**src/sv/ble_payload_utf8_classifier_macros.svh**
```systemverilog
// Assertion macros for the payload classifier.
// Used by the top level only; needs nothing else.
`ifndef BLE_PAYLOAD_UTF8_CLASSIFIER_MACROS_SVH
`define BLE_PAYLOAD_UTF8_CLASSIFIER_MACROS_SVH

// Same-cycle implication, checked outside reset.
`define BPUC_ASSERT_NOW(label, clk, rst_n, ante, cons, msg) \
  label: assert property (@(posedge clk) disable iff (!rst_n) (ante) |-> (cons)) \
    else $error(msg);

// Next-cycle implication, checked outside reset.
`define BPUC_ASSERT_NEXT(label, clk, rst_n, ante, cons, msg) \
  label: assert property (@(posedge clk) disable iff (!rst_n) (ante) |=> (cons)) \
    else $error(msg);

`endif

```
**src/sv/bpuc_pkg.sv**
```systemverilog
// Types and constants for the payload classifier.
// No dependencies; imported by the top level.
package bpuc_pkg;

  localparam int CNT_W           = 10;
  localparam int COUNT_FIELD_MAX = 1023;
  localparam int MAX_PAYLOAD_DEF = 512;

  localparam logic [7:0] ASCII_MAX     = 8'h7F;
  localparam logic [7:0] LEAD2_MIN     = 8'hC2;
  localparam logic [7:0] LEAD2_MAX     = 8'hDF;
  localparam logic [7:0] LEAD3_MIN     = 8'hE0;
  localparam logic [7:0] LEAD3_MAX     = 8'hEF;
  localparam logic [7:0] LEAD3_SURR    = 8'hED;
  localparam logic [7:0] LEAD4_MIN     = 8'hF0;
  localparam logic [7:0] LEAD4_MAX     = 8'hF4;
  localparam logic [7:0] CONT_LIM_A0   = 8'hA0;
  localparam logic [7:0] CONT_LIM_90   = 8'h90;
  localparam logic [7:0] CONT_MASK     = 8'hC0;
  localparam logic [7:0] CONT_PATTERN  = 8'h80;

  // Binary tag "OWT"
  localparam logic [7:0] TAG_BYTE0 = 8'h4F;
  localparam logic [7:0] TAG_BYTE1 = 8'h57;
  localparam logic [7:0] TAG_BYTE2 = 8'h54;

  typedef enum logic [2:0] {
    RULE_NONE     = 3'd0,
    RULE_MIN_A0   = 3'd1,
    RULE_BELOW_A0 = 3'd2,
    RULE_MIN_90   = 3'd3,
    RULE_BELOW_90 = 3'd4
  } cont_rule_t;

  typedef enum logic [1:0] {
    VERDICT_TEXT_OK     = 2'd0,
    VERDICT_TEXT_BAD    = 2'd1,
    VERDICT_BIN_ROUTED  = 2'd2,
    VERDICT_BIN_DROPPED = 2'd3
  } verdict_t;

  function automatic logic [7:0] tag_byte(input logic [1:0] pos);
    logic [7:0] b;
    unique case (pos)
      2'd0:    b = TAG_BYTE0;
      2'd1:    b = TAG_BYTE1;
      2'd2:    b = TAG_BYTE2;
      default: b = TAG_BYTE2;
    endcase
    return b;
  endfunction

endpackage

```
**src/sv/ble_payload_utf8_classifier.sv**
```systemverilog
// Top level of the write-payload classifier: tag detection and strict UTF-8 check.
// Depends on bpuc_pkg and ble_payload_utf8_classifier_macros.svh.
//
// Usage:
//   in_*  : one payload byte per transfer in in_tdata[7:0], in_tlast on the final byte.
//   out_* : one transfer per payload, issued for the final byte only.
//           out_tdata[1:0] is the verdict (text ok, text bad, binary routed,
//           binary dropped), out_tdata[11:2] the byte count, saturating.
//   cfg_* : cfg_wr_en writes cfg_wr_data into the binary route enable; write
//           it only while no payload is in flight.
// A byte lands in an input register and is evaluated there; on the final
// byte the verdict is loaded into the result register, which drives out_tvalid.
// Throughput is one byte per cycle, save for a final byte held by the stall
// below, set by the state update between the input register and the result register.
// Stall: while out_tvalid waits on out_tready the block keeps taking non-final
// bytes; a second final byte waits in the input register, which then holds
// in_tready low until the result slot frees.
// Reset (rst_n low, synchronous) empties both registers, clears the per-payload
// state and turns binary routing off.
`include "ble_payload_utf8_classifier_macros.svh"

module ble_payload_utf8_classifier
  import bpuc_pkg::*;
#(
  parameter int MAX_PAYLOAD_BYTES = MAX_PAYLOAD_DEF
) (
  input  logic        clk,
  input  logic        rst_n,
  // input stream
  input  logic        in_tvalid,
  output logic        in_tready,
  input  logic [7:0]  in_tdata,   // [7:0] payload_byte
  input  logic        in_tlast,   // last_byte
  // result stream
  output logic        out_tvalid,
  input  logic        out_tready,
  output logic [15:0] out_tdata,  // [1:0] verdict, [11:2] byte_count, [15:12] zero
  // configuration
  input  logic        cfg_wr_en,
  input  logic        cfg_wr_data // binary_route_enable
);

  localparam int CountCapInt = (MAX_PAYLOAD_BYTES > COUNT_FIELD_MAX) ?
                               COUNT_FIELD_MAX : MAX_PAYLOAD_BYTES;
  localparam logic [CNT_W-1:0] CountCap = CNT_W'(CountCapInt);

  // Configuration
  logic route_en_r;

  // Input register
  logic       s1_valid_r;
  logic [7:0] s1_byte_r;
  logic       s1_last_r;

  // Per-payload state
  logic [1:0]       pos_r,   pos_nxt;
  logic             match_r, match_nxt;
  logic [1:0]       pend_r,  pend_nxt;
  cont_rule_t       rule_r,  rule_nxt;
  logic             inv_r,   inv_nxt;
  logic [CNT_W-1:0] len_r,   len_nxt;

  // Result register
  logic             out_valid_r;
  verdict_t         verdict_r, verdict_nxt;
  logic [CNT_W-1:0] count_r;

  logic out_free;
  logic s1_adv;
  logic cont_ok;

  // Result slot is free when empty or being drained this cycle.
  assign out_free  = !out_valid_r || out_tready;
  // A non-final byte never needs the result slot.
  assign s1_adv    = s1_valid_r && (!s1_last_r || out_free);
  assign in_tready = !s1_valid_r || s1_adv;

  // Continuation byte check, including the second-byte range limits.
  always_comb begin
    cont_ok = (s1_byte_r & CONT_MASK) == CONT_PATTERN;
    unique case (rule_r)
      RULE_MIN_A0:   cont_ok = cont_ok && (s1_byte_r >= CONT_LIM_A0);
      RULE_BELOW_A0: cont_ok = cont_ok && (s1_byte_r <  CONT_LIM_A0);
      RULE_MIN_90:   cont_ok = cont_ok && (s1_byte_r >= CONT_LIM_90);
      RULE_BELOW_90: cont_ok = cont_ok && (s1_byte_r <  CONT_LIM_90);
      default:       cont_ok = cont_ok;
    endcase
  end

  // State update for the byte in the input register.
  always_comb begin
    len_nxt   = (len_r < CountCap) ? len_r + CNT_W'(1) : len_r;

    pos_nxt   = pos_r;
    match_nxt = match_r;
    if (pos_r < 2'd3) begin
      if (s1_byte_r != tag_byte(pos_r)) begin
        match_nxt = 1'b0;
      end
      pos_nxt = pos_r + 2'd1;
    end

    pend_nxt = pend_r;
    rule_nxt = rule_r;
    inv_nxt  = inv_r;
    if (pend_r == 2'd0) begin
      priority if (s1_byte_r <= ASCII_MAX) begin
        pend_nxt = 2'd0;
      end else if (s1_byte_r >= LEAD2_MIN && s1_byte_r <= LEAD2_MAX) begin
        pend_nxt = 2'd1;
        rule_nxt = RULE_NONE;
      end else if (s1_byte_r >= LEAD3_MIN && s1_byte_r <= LEAD3_MAX) begin
        pend_nxt = 2'd2;
        rule_nxt = (s1_byte_r == LEAD3_MIN)  ? RULE_MIN_A0 :
                   (s1_byte_r == LEAD3_SURR) ? RULE_BELOW_A0 : RULE_NONE;
      end else if (s1_byte_r >= LEAD4_MIN && s1_byte_r <= LEAD4_MAX) begin
        pend_nxt = 2'd3;
        rule_nxt = (s1_byte_r == LEAD4_MIN) ? RULE_MIN_90 :
                   (s1_byte_r == LEAD4_MAX) ? RULE_BELOW_90 : RULE_NONE;
      end else begin
        // bad lead: flag and drop sequence tracking
        inv_nxt  = 1'b1;
        pend_nxt = 2'd0;
        rule_nxt = RULE_NONE;
      end
    end else if (cont_ok) begin
      pend_nxt = pend_r - 2'd1;
      rule_nxt = RULE_NONE;
    end else begin
      inv_nxt  = 1'b1;
      pend_nxt = 2'd0;
      rule_nxt = RULE_NONE;
    end

    // Verdict from the state after this byte; tag wins over the text check.
    priority if (pos_nxt == 2'd3 && match_nxt) begin
      verdict_nxt = route_en_r ? VERDICT_BIN_ROUTED : VERDICT_BIN_DROPPED;
    end else if (inv_nxt || pend_nxt != 2'd0) begin
      verdict_nxt = VERDICT_TEXT_BAD;
    end else begin
      verdict_nxt = VERDICT_TEXT_OK;
    end
  end

  // Configuration register
  always_ff @(posedge clk) begin
    if (!rst_n) begin
      route_en_r <= 1'b0;
    end else if (cfg_wr_en) begin
      route_en_r <= cfg_wr_data;
    end
  end

  // Input register: load on every accepted transfer.
  always_ff @(posedge clk) begin
    if (!rst_n) begin
      s1_valid_r <= 1'b0;
    end else if (in_tready) begin
      s1_valid_r <= in_tvalid;
    end
  end

  always_ff @(posedge clk) begin
    if (in_tvalid && in_tready) begin
      s1_byte_r <= in_tdata;
      s1_last_r <= in_tlast;
    end
  end

  // Per-payload state: advance on each evaluated byte, clear after the final one.
  always_ff @(posedge clk) begin
    if (!rst_n) begin
      pos_r   <= 2'd0;
      match_r <= 1'b1;
      pend_r  <= 2'd0;
      rule_r  <= RULE_NONE;
      inv_r   <= 1'b0;
      len_r   <= '0;
    end else if (s1_adv) begin
      if (s1_last_r) begin
        pos_r   <= 2'd0;
        match_r <= 1'b1;
        pend_r  <= 2'd0;
        rule_r  <= RULE_NONE;
        inv_r   <= 1'b0;
        len_r   <= '0;
      end else begin
        pos_r   <= pos_nxt;
        match_r <= match_nxt;
        pend_r  <= pend_nxt;
        rule_r  <= rule_nxt;
        inv_r   <= inv_nxt;
        len_r   <= len_nxt;
      end
    end
  end

  // Result register: fill on a final byte, drop on the outgoing transfer.
  always_ff @(posedge clk) begin
    if (!rst_n) begin
      out_valid_r <= 1'b0;
    end else if (s1_adv && s1_last_r) begin
      out_valid_r <= 1'b1;
    end else if (out_tready) begin
      out_valid_r <= 1'b0;
    end
  end

  always_ff @(posedge clk) begin
    if (s1_adv && s1_last_r) begin
      verdict_r <= verdict_nxt;
      count_r   <= len_nxt;
    end
  end

  assign out_tvalid = out_valid_r;
  assign out_tdata  = {4'b0000, count_r, verdict_r};

  // Checks
  `BPUC_ASSERT_NEXT(a_final_gives_result, clk, rst_n, s1_adv && s1_last_r, out_valid_r, "final byte produced no result")
  `BPUC_ASSERT_NOW(a_rule_needs_pending, clk, rst_n, rule_r != RULE_NONE, pend_r != 2'd0, "range rule set with no continuation owed")
  `BPUC_ASSERT_NOW(a_fresh_payload_clean, clk, rst_n, pos_r == 2'd0, len_r == '0 && match_r, "tag position and length out of step")
  `BPUC_ASSERT_NOW(a_binary_min_len, clk, rst_n, out_valid_r && (verdict_r == VERDICT_BIN_ROUTED || verdict_r == VERDICT_BIN_DROPPED), count_r >= CNT_W'(3), "binary verdict on a payload under three bytes")

endmodule

```
**config.mk**
```make
export PLATFORM = sky130hd
export DESIGN_NAME = ble_payload_utf8_classifier
export DESIGN_NICKNAME = d
export VERILOG_FILES = /design/src/sv/bpuc_pkg.sv /design/src/sv/ble_payload_utf8_classifier.sv
export VERILOG_INCLUDE_DIRS = /design/src /design/src/sv
export SDC_FILE = /design/constraint.sdc
export NUM_CORES = 1
export LEC_CHECK = 0
export ABC_AREA = 0
export BUFFER_PORTS_ARGS = -buffer_cell sky130_fd_sc_hd__buf_2
export CORE_MARGIN = 2
export CORE_UTILIZATION = 58
export CTS_BUF_LIST = sky130_fd_sc_hd__clkbuf_4 sky130_fd_sc_hd__clkbuf_8
export DETAILED_ROUTE_END_ITERATION = 6
export PLACE_DENSITY = 0.87
export SLEW_MARGIN = 20
export SYNTH_ARGS = -nofsm -noshare
export SYNTH_HDL_FRONTEND = slang
export SYNTH_SLANG_ARGS = --single-unit
```
**constraint.sdc**
```tcl
create_clock -name clk -period 2.08 [get_ports clk]
set_clock_uncertainty 0.15 [all_clocks]
set_input_delay 0.208 -clock clk [delete_from_list [all_inputs] [get_ports clk]]
set_output_delay 0.208 -clock clk [all_outputs]
set_load 0.02 [all_outputs]
```
; ---- Word level (Yosys, flattened, before mapping)
; Cells that the tools add are included.
[totals]
regBits = 43
inputBits = 15
output_inout_bits = 18
elab_cells = 104
[op_classes]
add_sub_neg = 3
order_cmp = 13
eq_ne = 13
mux = 39
n_reduce_logical = 23
[op_table]
columns = operator, count
row1 = ">= comparator 8 bit, second input constant", 5
row2 = "== test 8 bit, second input constant", 4
row3 = "<= comparator 8 bit, second input constant", 3
row4 = 2-to-1 mux 2 bit, 12
row5 = 2-to-1 mux 3 bit, 8
row6 = 2-to-1 mux 10 bit, 2
row7 = "less-than comparator 8 bit, second input constant", 2
row8 = 2-to-1 mux 1 bit, 14
row9 = logical AND 1 bit, 11
row10 = "adder 10 x 1 -> 10 bit, second input constant", 1
row11 = "less-than comparator 10 bit, second input constant", 1
row12 = one-hot mux 5 bit (2 select lines), 1
row13 = "<= comparator 8 x 7 -> 1 bit, second input constant", 1
row14 = 2-to-1 mux 8 bit, 1
row15 = inequality test 8 bit, 1
row16 = "== test 3 x 2 -> 1 bit, second input constant", 2
row17 = "== test 2 bit, second input constant", 2
row18 = zero test 2 bit, 2
row19 = logical OR 1 bit, 4
row20 = one-hot mux 1 bit (4 select lines), 1
row21 = nonzero test 2 bit, 2
row22 = "== test 3 x 1 -> 1 bit, second input constant", 1
row23 = "== test 3 bit, second input constant", 1
row24 = zero test 1 bit, 3
row25 = 6 further kinds, 6

; ---- Logic depth before layout (Yosys ltp)
; Gate-level depths: netlist of run 1.
[logic_depth]
ltp_word = 11
ltp_mapped = 6
ltp_nobuf = 6

; ---- Worst setup path before layout of run 1
; Ideal clock, no wire load.
[synth_timing]
kind = register to register
startpoint = reg s1_last_r
endpoint = reg count_r[0], enable pin
setup_ns = 0.380
arrival_time_ns = 1.393
setup_slack_ns = 0.156
path_stages_with_launch = 5
path_buffers = 1
synth_period_minus_slack_ns = 1.924
cell_sequence = edfxtp_1 > inv_1 > o21ai_0 > clkbuf_1 > nor2_1
[synth_via]
elab_chain_cells = 4
[synth_lines]
columns = item, line_no
row1 = from (decl), ble_payload_utf8_classifier.sv:53  ; logic s1_last_r;
row2 = from (signal assigned), ble_payload_utf8_classifier.sv:166  ; s1_last_r <= in_tlast;
row3 = zero test 1 bit, ble_payload_utf8_classifier.sv:75  ; assign s1_adv = s1_valid_r && (!s1_last_r || out_free);
row4 = logical OR 1 bit, ble_payload_utf8_classifier.sv:75
row5 = logical AND 1 bit, ble_payload_utf8_classifier.sv:75
row6 = logical AND 1 bit *, ble_payload_utf8_classifier.sv:210  ; if (s1_adv && s1_last_r) begin
row7 = to (signal assigned), ble_payload_utf8_classifier.sv:212  ; count_r <= len_nxt;
row8 = to (decl), ble_payload_utf8_classifier.sv:66  ; logic [CNT_W-1:0] count_r;
; Every way passes the cells marked *; elsewhere a longest branch is shown, timed or not.
; A chain may end at the register's enable or synchronous reset.

; ---- Final worst setup path of run 1
[layout_timing]
startpoint = reg s1_byte_r[6]
endpoint = reg verdict_r[0], data pin
[layout_via]
elab_chain_cells = 11
[layout_lines]
columns = item, line_no
row1 = from (decl), ble_payload_utf8_classifier.sv:52  ; logic [7:0] s1_byte_r;
row2 = from (signal assigned), ble_payload_utf8_classifier.sv:165  ; s1_byte_r <= in_tdata;
row3 = >= comparator 8 bit / <= comparator 8 bit (equally long branches), ble_payload_utf8_classifier.sv:116  ; end else if (s1_byte_r >= LEAD4_MIN && s1_byte_r <= LEAD4_MAX) begin
row4 = logical AND 1 bit, ble_payload_utf8_classifier.sv:116
row5 = 2-to-1 mux 2 bit, ble_payload_utf8_classifier.sv:116
row6 = 2-to-1 mux 2 bit, ble_payload_utf8_classifier.sv:112  ; end else if (s1_byte_r >= LEAD3_MIN && s1_byte_r <= LEAD3_MAX) begin
row7 = 2-to-1 mux 2 bit, ble_payload_utf8_classifier.sv:109  ; end else if (s1_byte_r >= LEAD2_MIN && s1_byte_r <= LEAD2_MAX) begin
row8 = 2-to-1 mux 2 bit, ble_payload_utf8_classifier.sv:107  ; priority if (s1_byte_r <= ASCII_MAX) begin
row9 = 2-to-1 mux 2 bit, ble_payload_utf8_classifier.sv:106  ; if (pend_r == 2'd0) begin
row10 = nonzero test 2 bit, ble_payload_utf8_classifier.sv:138  ; end else if (inv_nxt || pend_nxt != 2'd0) begin
row11 = logical OR 1 bit, ble_payload_utf8_classifier.sv:138
row12 = 2-to-1 mux 1 bit, ble_payload_utf8_classifier.sv:138
row13 = 2-to-1 mux 2 bit *, ble_payload_utf8_classifier.sv:136  ; priority if (pos_nxt == 2'd3 && match_nxt) begin
row14 = named net verdict_nxt[0], ble_payload_utf8_classifier.sv:65  ; verdict_t verdict_r, verdict_nxt;
row15 = to (signal assigned), ble_payload_utf8_classifier.sv:211  ; verdict_r <= verdict_nxt;
row16 = to (decl), ble_payload_utf8_classifier.sv:65
; The timed path passes the listed nets; every way through them passes the cells marked *.

==> summary.md, run 1 <==
| Metric | Value |
|---|---|
| Max-cap violations | 0 |
| Pin slew with the least headroom to its limit | 0.593 ns |
| Drt drc | 0 |
| CP Cell Sequence | a21o_1 -> a2111o_1 -> a41oi_2 -> a21oi_1 -> a32oi_1 |
| Seq/Total Area, Yosys | 52.2% |
| GPL Wtd Cong | 0.981 |
| Synth cell types | 50 |
| P&R area growth vs syn | 20.2% |
| WS Path Type | reg2reg |
| Util after Layout | 73.3% |
| Std cell rows | 21 |
| Core ar. | 3360 um2 |
| Layout Nets | 262 |
| Largest net degree at the start of global routing | 20 |
| Int Pwr | 1.24 mW |
| Max incr delay on CP | 0.49 ns |
| Vias in the first global route | 1606 |
| Mapped cell area | 2050 um2 |
| Fmax | 510 MHz |
| Yosys warnings | 0 |
| Reg clk slew, reported paths | 0.13 ns |
| Port bufs | 28 |
| Starting Density | 61.0% |
| Synth Flop Type | dfxtp_1 |
| Register area | 1070 um2 |
| FFs w/ async S/R, synth | 0% |
| Slowest cell on crit path | edfxtp_1 |
| H-tree levels | 2 |
| Footprint of the multi-input gates | 905 um2 |
| Switch share | 23.3% |
| Die Width | 63.5 um |
| Die area | 4030 um2 |
| Clock sink count | 43 |
| Data required, critical path | 2.13 ns |
| Min Tclk post-route | 1.96 ns |
| Ant diodes | 0 |
| Via density | 5.69 |
| DR pass1 iterations | 4 |
| Setup TNS Final | 0 ns |
| Hold Path Stages | 3 |
| Syn Inst Count | 196 |
| Die Ht | 63.5 um |
| Vias post-DR | 1661 |
| Remaining Overflow, GRT | 0 |
| CTS tree | done |
| Run status | completed |
| Clock group share of total power | 32.6% |
| Filler cell count | 251 |
| Worst-Skew Late Latency | 0.35 ns |
| Root buffer cell | clkbuf_4 |
| Pleak | 0.938 nW |
| Share of post-route cells with drive strength above 1 | 22.4% |
| Final hold vios | 0 |
| Syn avg cell area | 10.5 um2 |
| Worst Path Max Fanout | 7 |
| Maximum vdd drop | 0.491 mV |
| Deepest clock path buffer count | 2 |
| Crit end category | flip-flop |
| Pre-CTS setup slack | 0.180 ns |
| Final setup vio count | 0 |
| Final worst slack | 0.118 ns |
| Hold Crit Class | in2reg |
| IO Count | 33 |
| Wirelength, routed | 4040 um |
| Post-CTS setup buffers | 0 |
| Global-route wire length before repair | 6970 um |
| Startpoint Class | flip-flop |
| Number of synthesized register bits | 43 |
| Sequential Power Share | 58.2% |
| Avg WL per Cell | 13.8 um |
| Placed Area | 2270 um2 |
| Slew Limit Fails | 0 |
| Routed Antenna Nets | 0 |
| Post-synth EDFFs | 21 |
| Final period utilization | 94.3% |
| Initial antenna violation count | 0 |
| RSZ-0062 raised after global routing | no |
| Total GRT Usage | 22.2% |
| CTS Buf Count | 5 |
| Post-DP HPWL | 2890 um |
| Crit path arrival time | 2.01 ns |
| Comb pwr share | 9.2% |
| Final instance area | 2470 um2 |
| Worst R2R Path Depth | 5 |
| Psw | 0.377 mW |
| Initial DRC count | 113 |
| Power Dens Cells | 654 nW/um2 |
| Max_slew headroom | 60.1% |
[through the flow]
step	std cells	hold WS [ns]	total power [mW]
after floorplan	199	0.157	1.04
after global placement	273	0.234	1.08
after detailed placement	273	0.236	1.09
after CTS	292	0.0270	1.62
after global routing	292	0.0139	1.68
final	292	0.0294	1.61
[Yosys cell counts (2+ instances only)]
master / instances / share of area [%]
inv_1: 7 / 1.3
o21a_1: 4 / 1.5
a32oi_1: 3 / 1.3
o31ai_1: 2 / 0.73
a21oi_1: 6 / 1.5
nand4b_1: 2 / 0.85
nor2b_1: 15 / 4.6
ha_1: 2 / 1.2
nand3b_1: 6 / 2.2
nor2_1: 10 / 1.8
clkbuf_1: 4 / 0.73
a31oi_1: 2 / 0.61
xor2_1: 5 / 2.1
a21boi_0: 8 / 2.9
o21ai_0: 7 / 1.7
nand2_1: 17 / 3.1
buf_4: 4 / 1.5
and3_2: 2 / 0.73
a22oi_1: 5 / 1.8
xnor2_1: 3 / 1.3
and2_1: 2 / 0.61
edfxtp_1: 21 / 31
nand4_1: 2 / 0.61
nand2b_1: 2 / 0.61
dfxtp_1: 22 / 21
nor3_1: 5 / 1.2
nand3_1: 5 / 1.2
[worst paths after layout]
check,from,end,slack (ns)
worst max-delay path,s1_byte_r[6]$_DFFE_PP_,verdict_r[0]$_DFFE_PP_,0.12
worst min-delay path,cfg_wr_data,route_en_r$_SDFFE_PN0P_,0.03
worst max register to register,s1_byte_r[6]$_DFFE_PP_,verdict_r[0]$_DFFE_PP_,0.12
worst min register to register,inv_r$_SDFFE_PN0P_,inv_r$_SDFFE_PN0P_,0.35
[sequential cells by signal, indices dropped and copies added, names as in the netlist, 2 cells and up]
signal	flops
s1_byte_r	8
pos_r	2
pend_r	2
rule_r	3
len_r	10
count_r	10
verdict_r	2
[kinds of logic (layout without fill, tap and decap cells)]
group,Yosys count,after routing,synth area share [%]
AOI/OAI and AO/OA,47,47,16.8
xor gates and xnor gates,8,8,3.41
adders and majority gates,2,2,1.22
buffers and inverters,17,64,4.27
DFF,43,43,52.2
muxes,2,2,1.04
other,1,4,0.183
and+or+nand+nor,76,76,20.9
[layout by cell type, fill, tap and decap left out, types with 3 or more instances in the layout]
cell type	n
nor2b_1	15
o21a_1	4
edfxtp_1	21
xnor2_1	3
a21boi_0	8
dlygate4sd3_1	11
conb_1	4
a32oi_1	3
nor2_1	10
inv_1	7
nand2_1	17
a22oi_1	5
xor2_1	5
nor3_1	5
o21ai_0	7
dfxtp_1	22
clkbuf_4	5
a21oi_1	6
nand3_1	5
nand3b_1	6
buf_4	10
buf_2	28
[worst max-delay path, delay by kind of cell (launching register included)]
family             cells  cell delay [ns]
AOI/OAI and AO/OA      5             1.18
DFF                    1             0.49
[power by group through the flow]
stage | Sequential (mW) | Combinational [mW] | Clock (mW)
2_1_floorplan | 0.960 | 0.0828 | 0
3_3_place_gp | 0.956 | 0.128 | 0
3_5_place_dp | 0.957 | 0.132 | 0
4_1_cts | 0.938 | 0.148 | 0.537
5_1_grt | 0.943 | 0.162 | 0.576
6_report | 0.939 | 0.149 | 0.526
[metal layers]
layer / track usage (%) / part of all wire (%) / up-vias
met5: 0 / 0 / -
met1: 25.7 / 42 / 783
met3: 4.46 / 5.0 / 8
li1: - / - / 803
met4: 11.7 / 1.6 / 0
met2: 38.6 / 51 / 67
[cell type report]
cell class	instances	area share, %
clock inverter	3	1.78
tap	46	2.33
sequential	43	43.4
inverter	7	1.07
multi-input combinational	139	36.7
clock buffer	5	1.52
timing repair buffer	49	13.2
[what timing repair did]
item                                    CTS  global route
endpoints found under the hold margin    11             0
endpoints found under the setup margin    0             0
resized for setup                         0             0
hold buffers                             11             0
No activity file was read; power rests on OpenSTA's default activity.
==> inputs of run 2 (changes only) <==
--- a/config.mk
+++ b/config.mk
@@ -8,11 +8,14 @@
 export LEC_CHECK = 0
 export ABC_AREA = 0
 export BUFFER_PORTS_ARGS = -buffer_cell sky130_fd_sc_hd__buf_2
+export CELL_PAD_IN_SITES_DETAIL_PLACEMENT = 1
+export CELL_PAD_IN_SITES_GLOBAL_PLACEMENT = 1
 export CORE_MARGIN = 2
-export CORE_UTILIZATION = 58
+export CORE_UTILIZATION = 45
 export CTS_BUF_LIST = sky130_fd_sc_hd__clkbuf_4 sky130_fd_sc_hd__clkbuf_8
 export DETAILED_ROUTE_END_ITERATION = 6
-export PLACE_DENSITY = 0.87
+export PLACE_DENSITY = 0.86
+export REMOVE_ABC_BUFFERS = 1
 export SLEW_MARGIN = 20
 export SYNTH_ARGS = -nofsm -noshare
 export SYNTH_HDL_FRONTEND = slang
==> run 2 against run 1 <==
Against the previous run: die area grew 27%; maximum frequency down 1.9%; sequential power about the same; combinational power increased by 4%; worst setup slack got worse by 0.038 ns; final cell count increased by 1.4%; design area is 0.20% lower.
==> summary.md, run 2 (synthesis results as in run 1) <==
| Metric | Value |
|---|---|
| Fmax | 500 MHz (was 510 MHz) |
| Drt drc | 0 (unchanged) |
| RSZ-0062 raised after global routing | no (unchanged) |
| Vias post-DR | 1709 (was 1661) |
| Data required, critical path | 2.07 ns (was 2.13 ns) |
| Pin slew with the least headroom to its limit | 0.660 ns (was 0.593 ns) |
| GPL Wtd Cong | 0.809 (was 0.981) |
| Startpoint Class | flip-flop (unchanged) |
| Final instance area | 2460 um2 (was 2470 um2) |
| Final period utilization | 96.1% (was 94.3%) |
| Worst Path Max Fanout | 7 (unchanged) |
| Pre-CTS setup slack | 0.128 ns (was 0.180 ns) |
| DR pass1 iterations | 4 (unchanged) |
| R2R setup slack | 0.08 ns (was 0.12 ns) |
| Layout Nets | 260 (was 262) |
| Ant diodes | 0 (unchanged) |
| Post-DP HPWL | 3850 um (was 2890 um) |
| Most common cell after layout, fill and taps aside | buf_2 (unchanged) |
| Met1 Use GR | 28.8% (was 25.7%) |
| Max-cap violations | 0 (unchanged) |
| Total GRT Usage | 22.6% (was 22.2%) |
| Starting Density | 46.8% (was 61.0%) |
| Largest registers | count_r (10), len_r (10), s1_byte_r (8) (unchanged) |
| Hold Path Stages | 3 (unchanged) |
| Placed Area | 2280 um2 (was 2270 um2) |
| Filler cell count | 499 (was 251) |
| Reg clk slew, reported paths | 0.08 ns (was 0.13 ns) |
| Hold Path Origin | cfg_wr_data (unchanged) |
| Avg WL per Cell | 18.5 um (was 13.8 um) |
| Sequential Power Share | 57.4% (was 58.2%) |
| Die area | 5120 um2 (was 4030 um2) |
| Final setup vio count | 0 (unchanged) |
| CTS Buf Count | 5 (unchanged) |
| Largest net degree at the start of global routing | 20 (unchanged) |
| Remaining Overflow, GRT | 0 (unchanged) |
| IO Count | 33 (unchanged) |
| Max_slew headroom | 55.6% (was 60.1%) |
| Via density | 5.77 (was 5.69) |
| Min Tclk post-route | 2.00 ns (was 1.96 ns) |
| P&R area growth vs syn | 19.9% (was 20.2%) |
| Die Ht | 71.5 um (was 63.5 um) |
| Clock sink count | 43 (unchanged) |
| R2r startpoint | s1_byte_r[6]$_DFFE_PP_ (unchanged) |
| Std cell rows | 24 (was 21) |
| Power Dens Cells | 664 nW/um2 (was 654 nW/um2) |
| GRT met2 Usage | 39.6% (was 38.6%) |
| Maximum vdd drop | 0.429 mV (was 0.491 mV) |
| Crit path arrival time | 1.99 ns (was 2.01 ns) |
| Worst Hold Path EP | route_en_r$_SDFFE_PN0P_ (unchanged) |
| Comb pwr share | 9.5% (was 9.2%) |
| CP Cell Sequence | a21o_1 -> a2111o_1 -> a41oi_2 -> a21oi_1 -> a32oi_1 (unchanged) |
| Most frequent cells in the layout | buf_2, dfxtp_1, edfxtp_1 (unchanged) |
| Hold Crit Class | in2reg (unchanged) |
| Slowest cell on crit path | edfxtp_1 (unchanged) |
| Initial DRC count | 124 (was 113) |
| Pleak | 0.935 nW (was 0.938 nW) |
| CTS tree | done (unchanged) |
| Slew Limit Fails | 0 (unchanged) |
| Vias in the first global route | 1716 (was 1606) |
| Max incr delay on CP | 0.49 ns (about the same) |
| Most used routing layer | met2 (unchanged) |
| Int Pwr | 1.24 mW (about the same) |
| Psw | 0.392 mW (was 0.377 mW) |
| Clock group share of total power | 33.1% (was 32.6%) |
| Final hold vios | 0 (unchanged) |
| Worst-Skew Late Latency | 0.29 ns (was 0.35 ns) |
| Switch share | 23.9% (was 23.3%) |
| WS Path Type | reg2reg (unchanged) |
| Gates resized, CTS repair | 0 (unchanged) |
| Port bufs | 28 (unchanged) |
| Run status | completed (unchanged) |
| Initial antenna violation count | 0 (unchanged) |
| Routed Antenna Nets | 0 (unchanged) |
| Die Width | 71.5 um (was 63.5 um) |
| Global-route wire length before repair | 8750 um (was 6970 um) |
| Root buffer cell | clkbuf_8 (was clkbuf_4) |
| Worst R2R Path Depth | 5 (unchanged) |
| Crit end category | flip-flop (unchanged) |
| H-tree levels | 2 (unchanged) |
| Core ar. | 4380 um2 (was 3360 um2) |
| Deepest clock path buffer count | 2 (unchanged) |
| Util after Layout | 56.1% (was 73.3%) |
| Routing usage on met3 | 3.80% (was 4.46%) |
| Final worst slack | 0.0805 ns (was 0.118 ns) |
| Wirelength, routed | 5460 um (was 4040 um) |
| Share of post-route cells with drive strength above 1 | 22.5% (was 22.4%) |
| RR Endpoint | verdict_r[0]$_DFFE_PP_ (unchanged) |
## run 2: changes by cell type in the layout (fill, tap and decap cells not counted), sizes merged
cell         previous run  this run
bufinv                  1         0
clkinv                  2         1
clkbuf                  5         7
dlygate4sd3            11         9
## run 2: stage by stage
stage | cells | total power [mW] | hold WS, ns | TNS (ns)
floorplan | 189 | 1.03 | 0.157 | -1.18
global placement | 279 | 1.09 | 0.235 | 0
detailed placement | 279 | 1.10 | 0.237 | 0
CTS | 296 | 1.65 | 0.0197 | 0
global route | 296 | 1.69 | 0.0371 | 0
finish | 296 | 1.64 | 0.0221 | 0
## run 2: worst max-delay path by stage
stage | startpoint | endpoint | slack [ns] | cells after the start
detailed placement | s1_byte_r[6]$_DFFE_PP_ | verdict_r[0]$_DFFE_PP_ | 0.13 | 5
floorplan | s1_last_r$_DFFE_PP_ | count_r[0]$_DFFE_PP_ | -0.1 | 3
global placement | s1_byte_r[6]$_DFFE_PP_ | verdict_r[0]$_DFFE_PP_ | 0.20 | 5
global route | s1_byte_r[6]$_DFFE_PP_ | verdict_r[0]$_DFFE_PP_ | 0.01 | 5
CTS | s1_byte_r[6]$_DFFE_PP_ | verdict_r[0]$_DFFE_PP_ | 0.08 | 5
finish | s1_byte_r[6]$_DFFE_PP_ | verdict_r[0]$_DFFE_PP_ | 0.08 | 5
## run 2: power groups by stage
stage                     logic (mW)  clock network [mW]  registers, mW
after global placement         0.133                   0          0.956
after CTS                      0.153               0.556          0.939
final                          0.155               0.541          0.939
after floorplan               0.0669                   0          0.963
after detailed placement       0.138                   0          0.959
after global routing           0.168               0.584          0.943
## run 2: final cells by class
class	instances	area, um2	share of cell area (%)
flip-flops and latches	43	1070	43.5
well taps	52	65.1	2.64
repair buffers	47	305	12.4
inverters	7	26.3	1.07
clock inverters	1	5.00	0.203
clock buffers	7	83.8	3.41
multi-input cells	139	905	36.8
## run 2: repair_timing
action	CTS	global route
endpoints found under the setup margin	0	0
setup buffers	0	0
hold buffers	9	0
hold endpoints to repair	9	0
## run 2: critical path, delay by kind of cell, from the launching register on
family             cells  cell delay (ns)
DFF                    1             0.49
AOI/OAI and AO/OA      5             1.21
## run 2: per-layer routing
layer	vias up	share of wire (%)
li1	803	-
met1	857	43
met2	45	52
met3	4	4.1
met4	0	0.90
met5	-	0
==> inputs of run 3 (changes only) <==
--- a/config.mk
+++ b/config.mk
@@ -15,6 +15,7 @@
 export CTS_BUF_LIST = sky130_fd_sc_hd__clkbuf_4 sky130_fd_sc_hd__clkbuf_8
 export DETAILED_ROUTE_END_ITERATION = 6
 export PLACE_DENSITY = 0.86
+export RECOVER_POWER = 50
 export REMOVE_ABC_BUFFERS = 1
 export SLEW_MARGIN = 20
 export SYNTH_ARGS = -nofsm -noshare
==> run 3 against run 2 <==
Against the previous run: register-to-register slack about the same; worst hold slack worse by 0.00058 ns; power down 0.23%; critical path type unchanged; via count is the same; first-iteration DRC count down 30%; global-route usage stayed put; final cell count unchanged; combinational power down 3%; sequential power hardly changed; clock power is essentially flat.
==> summary.md, run 3 (synthesis results as in run 1) <==
| Metric | Value |
|---|---|
| Avg WL per Cell | 18.5 um (about the same) |
| Wirelength, routed | 5470 um (was 5460 um) |
| Starting Density | 46.8% (unchanged) |
| P&R area growth vs syn | 18.5% (was 19.9%) |
| CTS tree | done (unchanged) |
| Final period utilization | 96.4% (was 96.1%) |
| Final hold vios | 0 (unchanged) |
| Final Power | 1.63 mW (was 1.64 mW) |
| Pin slew with the least headroom to its limit | 0.663 ns (was 0.660 ns) |
| Power Dens Cells | 671 nW/um2 (was 664 nW/um2) |
| Vias in the first global route | 1716 (unchanged) |
| Routed Antenna Nets | 0 (unchanged) |
| Std cell rows | 24 (unchanged) |
| Final setup vio count | 0 (unchanged) |
| Final std cells w/o fill | 296 (unchanged) |
| Fmax | 498 MHz (was 500 MHz) |
| Initial antenna violation count | 0 (unchanged) |
| Max_slew headroom | 55.4% (was 55.6%) |
| Hold Crit Class | in2reg (unchanged) |
| Hold Path Stages | 3 (unchanged) |
| Data required, critical path | 2.07 ns (about the same) |
| Slew Limit Fails | 0 (unchanged) |
| H-tree levels | 2 (unchanged) |
| Int Pwr | 1.24 mW (about the same) |
| Via density | 5.77 (unchanged) |
| Total GRT Usage | 22.6% (unchanged) |
| CTS Buf Count | 5 (unchanged) |
| GPL Wtd Cong | 0.809 (unchanged) |
| Worst-Skew Late Latency | 0.29 ns (about the same) |
| Remaining Overflow, GRT | 0 (unchanged) |
| DR pass1 iterations | 4 (unchanged) |
| Placed Area | 2280 um2 (unchanged) |
| Comb pwr share | 9.2% (was 9.5%) |
| Initial DRC count | 87 (was 124) |
| IO Count | 33 (unchanged) |
| Largest net degree at the start of global routing | 20 (unchanged) |
| Clock sink count | 43 (unchanged) |
| Most frequent cells in the layout | dfxtp_1, edfxtp_1, nand2_1, clkbuf_1, nor2b_1 (was buf_2, dfxtp_1, edfxtp_1) |
| Ant diodes | 0 (unchanged) |
| Vias post-DR | 1709 (unchanged) |
| Die Width | 71.5 um (unchanged) |
| Crit end category | flip-flop (unchanged) |
| Die area | 5120 um2 (unchanged) |
| Share of post-route cells with drive strength above 1 | 15.2% (was 22.5%) |
| Largest registers | count_r (10), len_r (10), s1_byte_r (8) (unchanged) |
| Worst R2R Path Depth | 5 (unchanged) |
| Reg clk slew, reported paths | 0.08 ns (about the same) |
| Switch share | 24.1% (was 23.9%) |
| Final instance area | 2430 um2 (was 2460 um2) |
| Startpoint Class | flip-flop (unchanged) |
| Most common cell after layout, fill and taps aside | dfxtp_1 (was buf_2) |
| RSZ-0062 raised after global routing | no (unchanged) |
| Worst Path Max Fanout | 7 (unchanged) |
| Psw | 0.393 mW (was 0.392 mW) |
| Port bufs | 28 (unchanged) |
| Crit path arrival time | 2.00 ns (was 1.99 ns) |
| Max-cap violations | 0 (unchanged) |
| WS Path Type | reg2reg (unchanged) |
| Drt drc | 0 (unchanged) |
| Placed instance count | 279 (unchanged) |
| Post-DP HPWL | 3850 um (unchanged) |
| Clock group share of total power | 33.2% (was 33.1%) |
| Core ar. | 4380 um2 (unchanged) |
| Min Tclk post-route | 2.01 ns (was 2.00 ns) |
| Run status | completed (unchanged) |
| Sequential Power Share | 57.6% (was 57.4%) |
| Deepest clock path buffer count | 2 (unchanged) |
| Global-route wire length before repair | 8750 um (unchanged) |
| Layout Nets | 260 (unchanged) |
| Die Ht | 71.5 um (unchanged) |
| Maximum vdd drop | 0.430 mV (was 0.429 mV) |
| Pleak | 0.888 nW (was 0.935 nW) |
| Root buffer cell | clkbuf_8 (unchanged) |
## run 3: final cells by class
class / count / area [um2]
tap: 52 / 65.1
timing repair buffer: 47 / 277
fill: 504 / 1950
inverter: 7 / 26.3
sequential: 43 / 1070
multi-input combinational: 139 / 905
clock buffer: 7 / 83.8
clock inverter: 1 / 5.00
## run 3: what timing repair did
action                    4_1_cts  5_1_grt
hold buffers                    9        0
gates resized for setup         0        0
hold endpoints to repair        9        0
buffers inserted                0        0
## run 3: metrics by stage
stage          util [%]  hold slack, ns  setup slack (ns)  TNS, ns
2_1_floorplan         -           0.157           -0.0987    -1.18
3_3_place_gp       52.1           0.235             0.195        0
3_5_place_dp       52.1           0.237             0.128        0
4_1_cts            56.1          0.0197            0.0803        0
5_1_grt            55.5          0.0371            0.0101        0
6_report           55.5          0.0216            0.0739        0
## run 3: path summary, 6_finish.rpt
| check | end | slack, ns | start |
|---|---|---|---|
| max | verdict_r[0]$_DFFE_PP_ | 0.07 | s1_byte_r[6]$_DFFE_PP_ |
| max reg2reg | verdict_r[0]$_DFFE_PP_ | 0.07 | s1_byte_r[6]$_DFFE_PP_ |
| min | route_en_r$_SDFFE_PN0P_ | 0.02 | cfg_wr_data |
| min reg2reg | inv_r$_SDFFE_PN0P_ | 0.32 | inv_r$_SDFFE_PN0P_ |
## run 3: worst max-delay path, stage by stage (launching register included)
cell,delay [ns]
edfxtp_1,0.49
a21o_1,0.24
a2111o_1,0.42
a41oi_2,0.29
a21oi_1,0.07
a32oi_1,0.19
## run 3: power by group through the flow
| stage | combinational [mW] | sequential [mW] | clock (mW) |
|---|---|---|---|
| after floorplan | 0.0669 | 0.963 | 0 |
| after global placement | 0.133 | 0.956 | 0 |
| after detailed placement | 0.138 | 0.959 | 0 |
| after CTS | 0.153 | 0.939 | 0.556 |
| after global routing | 0.162 | 0.943 | 0.584 |
| final | 0.150 | 0.940 | 0.542 |
## run 3: layer usage
metal	wire [um]	vias up	GRT usage, %
li1	-	804	-
met1	2360	855	28.8
met2	2840	46	39.6
met3	227	4	3.80
met4	49	0	6.71
met5	0	-	0
